`src/design/spq_pkg.sv`:
```
// Shared types and codes for the stable priority queue.
// No dependencies; imported by spq_ram and stable_priority_queue_top.
package spq_pkg;

   localparam int ID_W   = 16;
   localparam int PRIO_W = 8;
   localparam int FILL_W = 5;

   // request codes
   localparam logic [1:0] REQ_INSERT = 2'd0;
   localparam logic [1:0] REQ_REMOVE = 2'd1;
   localparam logic [1:0] REQ_SEARCH = 2'd2;

   // status codes
   localparam logic [1:0] ST_OK       = 2'd0;
   localparam logic [1:0] ST_EMPTY    = 2'd1;
   localparam logic [1:0] ST_FULL     = 2'd2;
   localparam logic [1:0] ST_NOTFOUND = 2'd3;

   typedef struct packed {
      logic [ID_W-1:0]   id;
      logic [PRIO_W-1:0] prio;
   } entry_type;

endpackage

```
`src/design/spq_ram.sv`:
```
// Entry store of the priority queue: one write port, one read port,
// read data registered and held while rd_en is low. Depends on spq_pkg.
module spq_ram
   import spq_pkg::*;
#(
   parameter int DEPTH = 16
) (
   input  logic                     clock,
   input  logic                     wr_en,
   input  logic [$clog2(DEPTH)-1:0] wr_addr,
   input  entry_type                wr_data,
   input  logic                     rd_en,
   input  logic [$clog2(DEPTH)-1:0] rd_addr,
   output entry_type                rd_data
);

   entry_type mem [DEPTH];
   entry_type rd_data_ff;

   always_ff @(posedge clock) begin
      if (wr_en) begin
         mem[wr_addr] <= wr_data;
      end
      if (rd_en) begin
         rd_data_ff <= mem[rd_addr];
      end
   end

   assign rd_data = rd_data_ff;

endmodule

```
`src/design/stable_priority_queue_top.sv`:
```
// Stable priority queue, top level.
// Depends on spq_pkg and spq_ram.
//
//   The req_ channel carries one request word: req_type (insert, remove head,
//   search by id), req_item_id and req_item_priority. The rsp_ channel returns
//   exactly one result word per request: status, id and priority of the
//   removed or found entry (zero otherwise) and the fill level afterwards.
//   Entries stay sorted in service order in a RAM with registered read data;
//   a lower priority leaves first and equal priorities leave in arrival order.
//   One request is worked on at a time, one entry per cycle; req_stall is high
//   until its result word is loaded. The work per request after it is accepted:
//     insert : shift held entries with priority above the new one up, then place it
//     remove : read the head, then shift the remaining entries towards the head
//     search : scan in service order up to the first match or the last entry
//     full / empty / unknown request : straight to the result word
//   req_stall falls in the same cycle as rsp_valid rises.
//   Synchronous active-high reset empties the queue; stored entries are
//   left as they are and never read before being written again. While
//   rsp_stall is high the result word holds; a finished request waits in
//   its done state, and a new request is taken once the block is idle.
module stable_priority_queue_top
   import spq_pkg::*;
#(
   parameter int CAPACITY = 16
) (
   input  logic              clock,
   input  logic              reset,
   // request channel
   input  logic              req_valid,
   output logic              req_stall,
   input  logic [1:0]        req_type,
   input  logic [ID_W-1:0]   req_item_id,
   input  logic [PRIO_W-1:0] req_item_priority,
   // result channel
   output logic              rsp_valid,
   input  logic              rsp_stall,
   output logic [1:0]        rsp_status,
   output logic [ID_W-1:0]   rsp_out_id,
   output logic [PRIO_W-1:0] rsp_out_priority,
   output logic [FILL_W-1:0] rsp_fill_level
);

   localparam int IDX_W = $clog2(CAPACITY);
   localparam int CNT_W = $clog2(CAPACITY + 1);

   // sequencer states
   localparam logic [2:0] S_IDLE  = 3'd0;
   localparam logic [2:0] S_INS   = 3'd1;   // walk from the tail, shifting up
   localparam logic [2:0] S_PLACE = 3'd2;   // write the new entry at its slot
   localparam logic [2:0] S_POP   = 3'd3;   // capture the head
   localparam logic [2:0] S_SHIFT = 3'd4;   // close the gap at the head
   localparam logic [2:0] S_SRCH  = 3'd5;   // scan in service order
   localparam logic [2:0] S_DONE  = 3'd6;   // hand the result word over

   logic [2:0]        state_ff, state_in;
   logic [CNT_W-1:0]  cnt_ff, cnt_in;
   logic [IDX_W-1:0]  pos_ff, pos_in;
   logic [ID_W-1:0]   key_id_ff, key_id_in;
   logic [PRIO_W-1:0] key_pr_ff, key_pr_in;
   logic [1:0]        res_st_ff, res_st_in;
   logic [ID_W-1:0]   res_id_ff, res_id_in;
   logic [PRIO_W-1:0] res_pr_ff, res_pr_in;

   logic              out_valid_ff, out_valid_in;
   logic [1:0]        out_st_ff, out_st_in;
   logic [ID_W-1:0]   out_id_ff, out_id_in;
   logic [PRIO_W-1:0] out_pr_ff, out_pr_in;
   logic [FILL_W-1:0] out_fill_ff, out_fill_in;

   logic              wr_en, rd_en;
   logic [IDX_W-1:0]  wr_addr, rd_addr;
   entry_type         wr_data, rd_data;

   logic              accept;
   logic              out_free;
   logic [CNT_W-1:0]  cnt_dec;
   logic [CNT_W-1:0]  pos_next_cnt;
   logic [31:0]       cnt_wide;

   assign accept       = req_valid && !req_stall;
   assign req_stall    = (state_ff != S_IDLE);
   assign out_free     = !out_valid_ff || !rsp_stall;
   assign cnt_dec      = cnt_ff - CNT_W'(1);
   assign pos_next_cnt = CNT_W'(pos_ff) + CNT_W'(1);
   assign cnt_wide     = 32'(cnt_ff);

   spq_ram #(
      .DEPTH (CAPACITY)
   ) u_ram (
      .clock   (clock),
      .wr_en   (wr_en),
      .wr_addr (wr_addr),
      .wr_data (wr_data),
      .rd_en   (rd_en),
      .rd_addr (rd_addr),
      .rd_data (rd_data)
   );

   always_comb begin
      state_in     = state_ff;
      cnt_in       = cnt_ff;
      pos_in       = pos_ff;
      key_id_in    = key_id_ff;
      key_pr_in    = key_pr_ff;
      res_st_in    = res_st_ff;
      res_id_in    = res_id_ff;
      res_pr_in    = res_pr_ff;
      out_valid_in = out_valid_ff && rsp_stall;
      out_st_in    = out_st_ff;
      out_id_in    = out_id_ff;
      out_pr_in    = out_pr_ff;
      out_fill_in  = out_fill_ff;
      wr_en        = 1'b0;
      wr_addr      = pos_ff;
      wr_data      = '{id: key_id_ff, prio: key_pr_ff};
      rd_en        = 1'b0;
      rd_addr      = '0;

      case (state_ff)
         S_IDLE: begin
            if (accept) begin
               key_id_in = req_item_id;
               key_pr_in = req_item_priority;
               res_st_in = ST_OK;
               res_id_in = '0;
               res_pr_in = '0;
               state_in  = S_DONE;
               case (req_type)
                  REQ_INSERT: begin
                     if (cnt_ff >= CNT_W'(CAPACITY)) begin
                        res_st_in = ST_FULL;
                     end else if (cnt_ff == '0) begin
                        pos_in   = '0;
                        state_in = S_PLACE;
                     end else begin
                        // start at the tail: new slot is count, compare count-1
                        pos_in   = cnt_ff[IDX_W-1:0];
                        rd_en    = 1'b1;
                        rd_addr  = cnt_dec[IDX_W-1:0];
                        state_in = S_INS;
                     end
                  end
                  REQ_REMOVE: begin
                     if (cnt_ff == '0) begin
                        res_st_in = ST_EMPTY;
                     end else begin
                        pos_in   = '0;
                        rd_en    = 1'b1;
                        state_in = S_POP;
                     end
                  end
                  REQ_SEARCH: begin
                     if (cnt_ff == '0) begin
                        res_st_in = ST_NOTFOUND;
                     end else begin
                        pos_in   = '0;
                        rd_en    = 1'b1;
                        state_in = S_SRCH;
                     end
                  end
                  default: begin
                     state_in = S_DONE;
                  end
               endcase
            end
         end

         S_INS: begin
            // rd_data holds the entry just below the free slot
            if (rd_data.prio > key_pr_ff) begin
               wr_en   = 1'b1;
               wr_data = rd_data;
               pos_in  = pos_ff - IDX_W'(1);
               if (pos_ff == IDX_W'(1)) begin
                  state_in = S_PLACE;
               end else begin
                  rd_en   = 1'b1;
                  rd_addr = pos_ff - IDX_W'(2);
               end
            end else begin
               wr_en    = 1'b1;
               cnt_in   = cnt_ff + CNT_W'(1);
               state_in = S_DONE;
            end
         end

         S_PLACE: begin
            wr_en    = 1'b1;
            cnt_in   = cnt_ff + CNT_W'(1);
            state_in = S_DONE;
         end

         S_POP: begin
            res_id_in = rd_data.id;
            res_pr_in = rd_data.prio;
            if (cnt_ff == CNT_W'(1)) begin
               cnt_in   = cnt_dec;
               state_in = S_DONE;
            end else begin
               pos_in   = IDX_W'(1);
               rd_en    = 1'b1;
               rd_addr  = IDX_W'(1);
               state_in = S_SHIFT;
            end
         end

         S_SHIFT: begin
            // move slot pos down by one
            wr_en   = 1'b1;
            wr_addr = pos_ff - IDX_W'(1);
            wr_data = rd_data;
            if (pos_next_cnt == cnt_ff) begin
               cnt_in   = cnt_dec;
               state_in = S_DONE;
            end else begin
               pos_in  = pos_ff + IDX_W'(1);
               rd_en   = 1'b1;
               rd_addr = pos_ff + IDX_W'(1);
            end
         end

         S_SRCH: begin
            if (rd_data.id == key_id_ff) begin
               res_id_in = rd_data.id;
               res_pr_in = rd_data.prio;
               state_in  = S_DONE;
            end else if (pos_next_cnt == cnt_ff) begin
               res_st_in = ST_NOTFOUND;
               state_in  = S_DONE;
            end else begin
               pos_in  = pos_ff + IDX_W'(1);
               rd_en   = 1'b1;
               rd_addr = pos_ff + IDX_W'(1);
            end
         end

         S_DONE: begin
            // hold until the result register is free
            if (out_free) begin
               out_valid_in = 1'b1;
               out_st_in    = res_st_ff;
               out_id_in    = res_id_ff;
               out_pr_in    = res_pr_ff;
               out_fill_in  = cnt_wide[FILL_W-1:0];
               state_in     = S_IDLE;
            end
         end

         default: begin
            state_in = S_IDLE;
         end
      endcase
   end

   always_ff @(posedge clock) begin
      if (reset) begin
         state_ff     <= S_IDLE;
         cnt_ff       <= '0;
         out_valid_ff <= 1'b0;
      end else begin
         state_ff     <= state_in;
         cnt_ff       <= cnt_in;
         out_valid_ff <= out_valid_in;
      end
      pos_ff      <= pos_in;
      key_id_ff   <= key_id_in;
      key_pr_ff   <= key_pr_in;
      res_st_ff   <= res_st_in;
      res_id_ff   <= res_id_in;
      res_pr_ff   <= res_pr_in;
      out_st_ff   <= out_st_in;
      out_id_ff   <= out_id_in;
      out_pr_ff   <= out_pr_in;
      out_fill_ff <= out_fill_in;
   end

   assign rsp_valid        = out_valid_ff;
   assign rsp_status       = out_st_ff;
   assign rsp_out_id       = out_id_ff;
   assign rsp_out_priority = out_pr_ff;
   assign rsp_fill_level   = out_fill_ff;

endmodule

```
`config.mk`:
```
export PLATFORM = sky130hd
export DESIGN_NAME = stable_priority_queue_top
export DESIGN_NICKNAME = d
export VERILOG_FILES = /design/src/design/spq_pkg.sv /design/src/design/spq_ram.sv /design/src/design/stable_priority_queue_top.sv
export SDC_FILE = /design/constraint.sdc
export NUM_CORES = 1
export LEC_CHECK = 0
export ABC_AREA = 1
export BUFFER_PORTS_ARGS = -buffer_cell sky130_fd_sc_hd__buf_2
export CAP_MARGIN = 30
export CORE_MARGIN = 3
export CORE_UTILIZATION = 50
export DETAILED_ROUTE_END_ITERATION = 7
export PLACE_DENSITY_LB_ADDON = 0.2
export SYNTH_ARGS = -nofsm -noshare
export SYNTH_HDL_FRONTEND = slang
export SYNTH_HIERARCHICAL = 1
export SYNTH_SLANG_ARGS = --single-unit
```
`constraint.sdc`:
```
create_clock -name clock -period 7.01 [get_ports clock]
set_clock_uncertainty 0.15 [all_clocks]
set_input_delay 0.701 -clock clock [delete_from_list [all_inputs] [get_ports clock]]
set_output_delay 0.701 -clock clock [all_outputs]
set_load 0.01 [all_outputs]
```
; Word level (Yosys, flattened, before mapping)
; Memory sizes are Yosys's and may differ from the RTL's. A register that Yosys moved wholly into a read port is not among the register bits.
; Index checks and enable logic that the tools add are counted.
[op_classes]
add_sub_neg = 6
n_mul = 0
div = 0
magnitude_cmp = 2
eq_ne = 26
n_shift = 0
n_mux = 69
n_bitwise = 0
reduce_logical = 23
[op_table]
columns = operator, count
row1 = two-way mux 4 bit, 17
row2 = one-hot mux 16 bit (3 select lines), 1
row3 = one-hot mux 24 bit (2 select lines), 1
row4 = one-hot mux 4 bit (5 select lines), 2
row5 = two-way mux 16 bit, 2
row6 = two-way mux 24 bit, 1
row7 = two-way mux 3 bit, 8
row8 = one-hot mux 8 bit (3 select lines), 1
row9 = one-hot mux 3 bit (7 select lines), 1
row10 = "inequality test 2 bit, second input constant", 10
row11 = one-hot mux 5 bit (4 select lines), 1
row12 = == test 16 bit, 1
row13 = two-way mux 2 bit, 8
row14 = two-way mux 8 bit, 2
row15 = two-way mux 1 bit, 15
row16 = two-way mux 5 bit, 3
row17 = "== test 3 bit, second input constant", 3
row18 = "inequality test 3 bit, second input constant", 3
row19 = one-hot mux 3 bit (3 select lines), 1
row20 = greater-than comparator 8 bit, 1
row21 = one-hot mux 4 bit (2 select lines), 1
row22 = AND reduction 4 bit, 2
row23 = AND reduction 8 bit, 1
row24 = "== test 3 x 2 -> 1 bit, second input constant", 2
row25 = 32 further kinds, 38
[totals]
ff_bits = 94
latchBits = 0
ramBits = 384
rom_bits = 0
input_bits = 30
output_inout_bits = 33
elab_cells = 140
memories = 1
[mem_list]
columns = name, depth, word_bits, read_ports, rd_clocked_by_memory_dff, wr, line_no
row1 = u_ram.mem, 16, 24, 1, 1, 1, spq_ram.sv:17  ; entry_type mem [DEPTH];

; Depth between registers and ports, before layout
; Gate-level depths: netlist of the first run.
[logic_depth]
depth_word = 6
mapped_depth = 21
ltp_nobuf = 19

; Modules after synthesis
; The synthesis of the first run kept the hierarchy.
[by_module_without_submodules]
columns = module, instances, cells_each, area_per_inst_um2, seq_area_each_um2
row1 = spq_ram, 1, 1597, 17191.5, 12251.8
row2 = stable_priority_queue_top, 1, 539, 4937.2, 2732.6

; Worst setup path after synthesis of the first run
; No wires, ideal clock.
[synth_path]
kind = register -> register
startpoint = register state_ff[1]
endpoint = register res_id_ff[0], enable pin
setup_time_ns = 0.446
arrival_time_ns = 2.857
required_ns = 6.414
setup_slack_ns = 3.558
stages_incl_launch_ff = 8
n_path_buf = 0
period_less_slack_ns = 3.452
cell_sequence = dfxtp_1 inv_2 nand2_4 nor2_1 inv_1 nand2_1 inv_2 a221oi_1
[synth_via]
elab_chain_len = 5
word_cells_on_any_way = 10
cone_classes = 4 x eq/ne / 6 x reduce/logical
[synth_rtl]
columns = item, line_no
row1 = "start, declared", stable_priority_queue_top.sv:55  ; logic [2:0] state_ff, state_in;
row2 = "start signal, assigned", stable_priority_queue_top.sv:261  ; state_ff <= state_in;
row3 = nonzero test 3 bit, stable_priority_queue_top.sv:81  ; assign req_stall = (state_ff != S_IDLE);
row4 = zero test 1 bit, stable_priority_queue_top.sv:80  ; assign accept = req_valid && !req_stall;
row5 = logical AND 1 bit, stable_priority_queue_top.sv:80
row6 = inequality test 2 bit (no source line), n/a
row7 = AND reduction 3 bit (no source line) *, n/a
row8 = "end signal, assigned", stable_priority_queue_top.sv:269  ; res_id_ff <= res_id_in;
row9 = "end, declared", stable_priority_queue_top.sv:61  ; logic [ID_W-1:0] res_id_ff, res_id_in;
; Every way passes the cells marked *; elsewhere a longest branch is shown, timed or not.
; A chain may end at the register's enable or synchronous reset.

; Final worst setup path of the first run
[layout_path]
startpoint = register pos_ff[0]
endpoint = register, netlist name u_ram/rd_data[5]
[layout_via]
elab_chain_len = 5
word_cells_on_any_way = 15
cone_classes = 3 x add/sub / 2 x eq/ne / 10 x mux
[layout_rtl]
columns = item, line_no
row1 = "start, declared", stable_priority_queue_top.sv:57  ; logic [IDX_W-1:0] pos_ff, pos_in;
row2 = "start signal, assigned", stable_priority_queue_top.sv:265  ; pos_ff <= pos_in;
row3 = adder 4 x 1 -> 5 bit, stable_priority_queue_top.sv:84  ; assign pos_next_cnt = CNT_W'(pos_ff) + CNT_W'(1);
row4 = == test 5 bit, "stable_priority_queue_top.sv:212, stable_priority_queue_top.sv:227"
row5 = two-way mux 4 bit, "stable_priority_queue_top.sv:212, stable_priority_queue_top.sv:227"
row6 = two-way mux 4 bit, stable_priority_queue_top.sv:223  ; if (rd_data.id == key_id_ff) begin
row7 = one-hot mux 4 bit (5 select lines) *, stable_priority_queue_top.sv:119  ; case (state_ff)
row8 = net rd_addr[0], stable_priority_queue_top.sv:71  ; logic [IDX_W-1:0] wr_addr, rd_addr;
; Mark *: on every way through the listed nets, which the timed path passes. The rest lies on a longest branch.

==> impl_metrics.tcl, run 1 <==
set metrics [dict create \
    slew_headroom_pct 27.3 \
    min_from "req_item_priority[2]" \
    pin_count 63 \
    critPathMaxFanout 114 \
    placed_area_um2 23500 \
    routedWlPerCell_um 18.9 \
    postRouteAntennaNets 0 \
    cts_tree "yes" \
    status "completed" \
    coreArea_um2 43400 \
    endpoint_kind "register" \
    insertion_delay_ns 0.59 \
    min_period_over_period_pct 68.3 \
    p_switching_mw 4.69 \
    p_comb_share_pct 37.7 \
    hold_ws_ns 0.131 \
    finalHoldViolCount 0 \
    maxCapViolCount 0 \
    stdcell_area_um2 25300 \
    regToRegSetupSlack_ns 2.23 \
    worstSetupPathType "reg -> reg" \
    fin_tns_setup_ns 0 \
    synth_area_um2 22100 \
    clkPwrFrac_pct 23.3 \
    drive_gt1_share_pct 10.1 \
    antenna_found_initial 0 \
    synth-seq-cells 502 \
    via_count 14700 \
    r2r_cells 19 \
    r2r_end "u_ram/rd_data[5]$_DFFE_PP_" \
    grt_pass1_vias 14000 \
    final_core_util_pct 58.4 \
    worst_r2r_startpoint "pos_ff[0]$_DFFE_PP_" \
    cp-endpoint "u_ram/rd_data[5]$_DFFE_PP_" \
    required_ns 7.17 \
    num_rows 76 \
    fill_cells 3511 \
    die_area_um2 46800 \
    die_x_um 216 \
    crit_start "pos_ff[0]$_DFFE_PP_" \
    tightestPinTransition_ns 1.08 \
    final_common_cell "nand2_1" \
    cts_htree_levels 2 \
    hpwl_mm 32.2 \
    p_sw_share_pct 38.4 \
    cts_root_buffer "clkbuf_16" \
    dpl.cell_count 2736 \
    ys_types 40 \
    grt-ovfl-total 0 \
    cts_sinks 502 \
    seqPwrFrac_pct 39.0 \
    worstHoldPathType "in -> reg" \
    critPathLaunchType "register" \
    die_h_um 216 \
    grt_max_degree 115 \
    p_int_mw 7.52 \
    finalCriticalPeriod_ns 4.78 \
    clk_pin_slew_ns 0.06 \
    worstPathArrival_ns 4.95 \
    grt_pass1_wl_mm 82.1 \
    grt_setup_unrepaired "false" \
    setup_viol 0 \
    ys_seq_area_share_pct 67.7 \
    drtPass1Iterations 5 \
    start_util_pct 51.0 \
    synth_nets 2190 \
    fmax_mhz 209 \
    p_per_area_nw_per_um2 483 \
    peakVddDrop_uv 280 \
    yosysWarnings 6 \
    post_cts_resized 0 \
    cts_hold_buf 0 \
    p_leak_nw 10.7 \
    wl_mm 53.6 \
    clk_path_buf_depth 3 \
    port_buffers 62 \
    slew_violations 0 \
    synth_cells 2136 \
    nets 2266 \
    diodes 0 \
    grt_usage_pct 23.0 \
    instances_no_fill 2838 \
    avgSynthCellArea_um2 10.4 \
    place_congestion 0.845 \
    drt_iter0_markers 1527 \
    final_cell_mix "nand2_1, edfxtp_1, inv_1" \
    area_delta_synth_final_pct 14.4 \
    drc_errors 0 \
    cts_setup_buffers 0 \
    cts_buffers 52 \
    vias_per_cell 5.19 \
]
## metal layers
metal	vias to the layer above	track usage (%)	part of all wire, %
met5	-	0	0
met1	6902	32.1	42
met4	0	8.05	3.0
met3	118	3.70	8.0
li1	7097	-	-
met2	605	37.0	47
## synthesized netlist by cell type (all sizes together)
master	n	area share, %
o31ai	3	0.10
a221oi	1	0.040
nand4	5	0.14
ha	24	1.4
a21oi	17	0.38
o21ai	33	0.75
buf	73	1.8
clkbuf	14	0.24
a21o	1	0.034
nand3b	2	0.068
o22ai	2	0.057
nor3	4	0.090
inv	379	6.4
nand3	312	7.2
o211ai	4	0.14
dfxtp	9	0.81
o221ai	1	0.040
o21bai	3	0.10
edfxtp	493	67
nand2	654	11
nor2	83	1.5
a31oi	1	0.028
clkinv	1	0.023
xor2	10	0.40
or2	4	0.12
nor3b	1	0.034
xnor2	2	0.079
## per-stage QoR
step | power (mW) | setup WS (ns)
6_report | 12.2 | 2.23
4_1_cts | 12.2 | 2.29
2_1_floorplan | 7.76 | 3.56
5_1_grt | 12.9 | 1.91
3_3_place_gp | 9.05 | 2.24
3_5_place_dp | 9.32 | 2.31
## layout make-up
class                   instances  area (um^2)  area share [%]
clock buffers                  64         1390            5.49
clock inverters                31          379            1.50
inverters                     380         1430            5.65
multi-input cells            1167         5410            21.4
flip-flops and latches        502        15000            59.2
well taps                     585          732            2.89
repair buffers                109          982            3.88
## flip-flops by register name, summed over array words and instances (netlist names), 3 cells and up
name	count
u_ram/mem	384
rsp_out_priority	8
res_id_ff	16
rsp_fill_level	5
pos_ff	4
u_ram/rd_data	24
rsp_out_id	16
key_pr_ff	8
state_ff	3
res_pr_ff	8
key_id_ff	16
cnt_ff	5
## worst max-delay path: stages, from the launching register on
cell and delay, ns:
edfxtp_1 0.55, inv_2 0.13, ha_1 0.41, inv_1 0.11, nand2_1 0.07, nand4_1 0.08, nor2_1 0.22, nand2_2 0.13
nand2_2 0.13, nand2_1 0.14, nand2_1 0.09, o211ai_1 0.09, buf_4 0.31, inv_4 0.70, buf_12 0.49, nand2_1 0.11
nand3_1 0.11, nand3_1 0.09, nand3_1 0.10, nand2_1 0.13
## worst min path at each step
stage,endpoint,cells past startpoint
after floorplan,rsp_out_id[0]$_DFFE_PP_,0
after global placement,rsp_out_id[1]$_DFFE_PP_,0
after detailed placement,rsp_out_id[11]$_DFFE_PP_,0
after CTS,key_id_ff[1]$_DFFE_PP_,1
after global routing,key_pr_ff[2]$_DFFE_PP_,1
final,key_pr_ff[2]$_DFFE_PP_,1
## power groups by stage
stage / combinational (mW) / clock, mW / sequential, mW
CTS: 4.53 / 2.90 / 4.77
global route: 5.10 / 3.03 / 4.81
global placement: 4.22 / 0 / 4.83
detailed placement: 4.50 / 0 / 4.82
floorplan: 3.02 / 0 / 4.73
finish: 4.60 / 2.85 / 4.76
## cell families after synthesis
kind of cell | after synthesis | share of synthesized area (%)
and+or+nand+nor | 1065 | 20.3
DFF | 502 | 67.7
buffers and inverters | 467 | 8.53
AOI/OAI and AO/OA | 66 | 1.67
adders and majority gates | 24 | 1.36
xor gates and xnor gates | 12 | 0.475
Power figures use the tool's default switching activity.
==> inputs of run 2 (changes only) <==
==> constraint.sdc (replaced) <==
create_clock -name clock -period 3.98 [get_ports clock]
set_clock_uncertainty 0.15 [all_clocks]
set_input_delay 0.398 -clock clock [delete_from_list [all_inputs] [get_ports clock]]
set_output_delay 0.398 -clock clock [all_outputs]
set_load 0.01 [all_outputs]
==> impl_metrics.tcl, run 2 (synthesis results as in run 1) <==
set metrics [dict create \
    postRouteAntennaNets 0 \
    clk_path_buf_depth 3 \
    required_ns 4.17 \
    cts_sinks 502 \
    routedWlPerCell_um 18.7 \
    worstHoldPathType "in -> reg" \
    finalHoldViolCount 0 \
    pin_count 63 \
    r2r_cells 16 \
    diodes 0 \
    min_from "req_type[1]" \
    drt_iter0_markers 1508 \
    antenna_found_initial 0 \
    cts_tree "yes" \
    hpwl_mm 30.0 \
    fin_tns_setup_ns 0 \
    p_leak_nw 10.8 \
    die_h_um 216 \
    insertion_delay_ns 0.60 \
    worstPathArrival_ns 3.81 \
    die_area_um2 46800 \
    regMostFlops "u_ram/mem" \
    finalCriticalPeriod_ns 3.62 \
    r2r_end "u_ram/rd_data[5]$_DFFE_PP_" \
    drc_errors 0 \
    regToRegSetupSlack_ns 0.36 \
    grt_setup_unrepaired "false" \
    peakVddDrop_uv 618 \
    drive_gt1_share_pct 10.7 \
    fill_cells 3549 \
    port_buffers 62 \
    critPathLaunchType "register" \
    drtPass1Iterations 7 \
    holdPathStages 3 \
    place_congestion 0.878 \
    num_rows 76 \
    via_count 14800 \
    final_cell_mix "nand2_1, edfxtp_1, inv_1" \
    setup_viol 0 \
    vias_per_cell 5.16 \
    min_to "res_st_ff[0]$_SDFFCE_PP1P_" \
    die_x_um 216 \
    grt_pass1_wl_mm 82.2 \
    cts_htree_levels 2 \
    grt_max_degree 116 \
    grt-ovfl-total 0 \
    status "completed" \
    wl_mm 53.8 \
    critPathMaxFanout 115 \
    total_power_mw 21.4 \
    nets 2309 \
    grt_usage_pct 23.0 \
    start_util_pct 51.0 \
    grt_pass1_vias 14200 \
    crit_start "u_ram/rd_data[3]$_DFFE_PP_" \
    final_common_cell "nand2_1" \
    endpoint_kind "register" \
    cts_root_buffer "clkbuf_16" \
    maxCapViolCount 0 \
    coreArea_um2 43400 \
    tightestPinTransition_ns 1.10 \
    worstSetupPathType "reg -> reg" \
    fmax_mhz 276 \
    area_delta_synth_final_pct 15.2 \
    clk_pin_slew_ns 0.06 \
    slew_headroom_pct 26.2 \
    slew_violations 0 \
    largest_reg_flops 384 \
    p_per_area_nw_per_um2 841 \
    min_period_over_period_pct 91.0 \
    cts_setup_buffers 0 \
    cts_buffers 52 \
    worst_r2r_startpoint "u_ram/rd_data[3]$_DFFE_PP_" \
]
[run 2: cell count changes in the layout (fill, tap and decap cells not counted), sizes merged]
cell | before | now
clkinvlp | 1 | 2
bufinv | 9 | 6
buf | 109 | 125
inv | 378 | 381
clkbuf | 64 | 60
dlygate4sd3 | 0 | 27
clkinv | 23 | 25
[run 2: worst max-delay path by stage]
stage | end | cells past startpoint
after floorplan | res_id_ff[0]$_SDFFCE_PN0P_ | 7
after global placement | u_ram/mem[1][13]$_DFFE_PP_ | 8
after detailed placement | u_ram/rd_data[6]$_DFFE_PP_ | 16
after CTS | u_ram/rd_data[19]$_DFFE_PP_ | 19
after global routing | u_ram/rd_data[14]$_DFFE_PP_ | 19
final | u_ram/rd_data[5]$_DFFE_PP_ | 16
[run 2: routing by layer]
layer / track usage, % / vias to the layer above / routed length [um]
met3: 3.60 / 100 / 4240
met2: 37.1 / 569 / 24800
met5: 0 / - / 0
met1: 32.1 / 6999 / 23300
li1: - / 7181 / -
met4: 8.49 / 0 / 1500
[run 2: final cells by class]
cell class | instances | area [um^2] | share of cell area (%)
clock buffers | 60 | 1330 | 5.22
clock inverters | 34 | 352 | 1.38
inverters | 380 | 1430 | 5.61
multi-input cells | 1167 | 5410 | 21.2
flip-flops and latches | 502 | 15000 | 58.8
well taps | 585 | 732 | 2.87
repair buffers | 152 | 1260 | 4.93
[run 2: stage by stage]
step	cells	cell area, um^2	hold slack (ns)	utilization [%]	setup WS [ns]
3_5_place_dp	2757	23500	0.255	54.2	0.432
3_3_place_gp	2752	23500	0.250	54.1	0.383
2_1_floorplan	2136	22100	0.250	-	0.528
6_report	2880	25500	0.219	58.8	0.360
5_1_grt	2880	25500	0.228	58.8	0.0662
4_1_cts	2878	25500	0.185	58.7	0.399
[run 2: report_power, final]
group	leakage, nW	total [mW]	internal [mW]	switching, mW
Sequential	4.58	8.40	7.95	0.448
Clock	0.821	4.80	2.79	2.01
Combinational	5.43	8.24	2.37	5.87
Total	10.8	21.4	13.1	8.33
[run 2: repair_timing]
item	4_1_cts	5_1_grt
endpoints found under the hold margin	30	0
hold buffers	27	0
gates resized for setup	0	0
[run 2: critical path, stage by stage, from the launching register on]
cell and delay [ns]:
edfxtp_1 0.51, ha_1 0.36, nand2_1 0.07, inv_1 0.07
nand2_1 0.06, nand2_1 0.05, nand2_1 0.04, nand2_1 0.21
nand4_1 0.27, o211ai_1 0.32, buf_4 0.21, buf_12 0.42
nand2_1 0.12, nand3_1 0.11, nand3_1 0.07, nand3_1 0.10
nand2_1 0.08
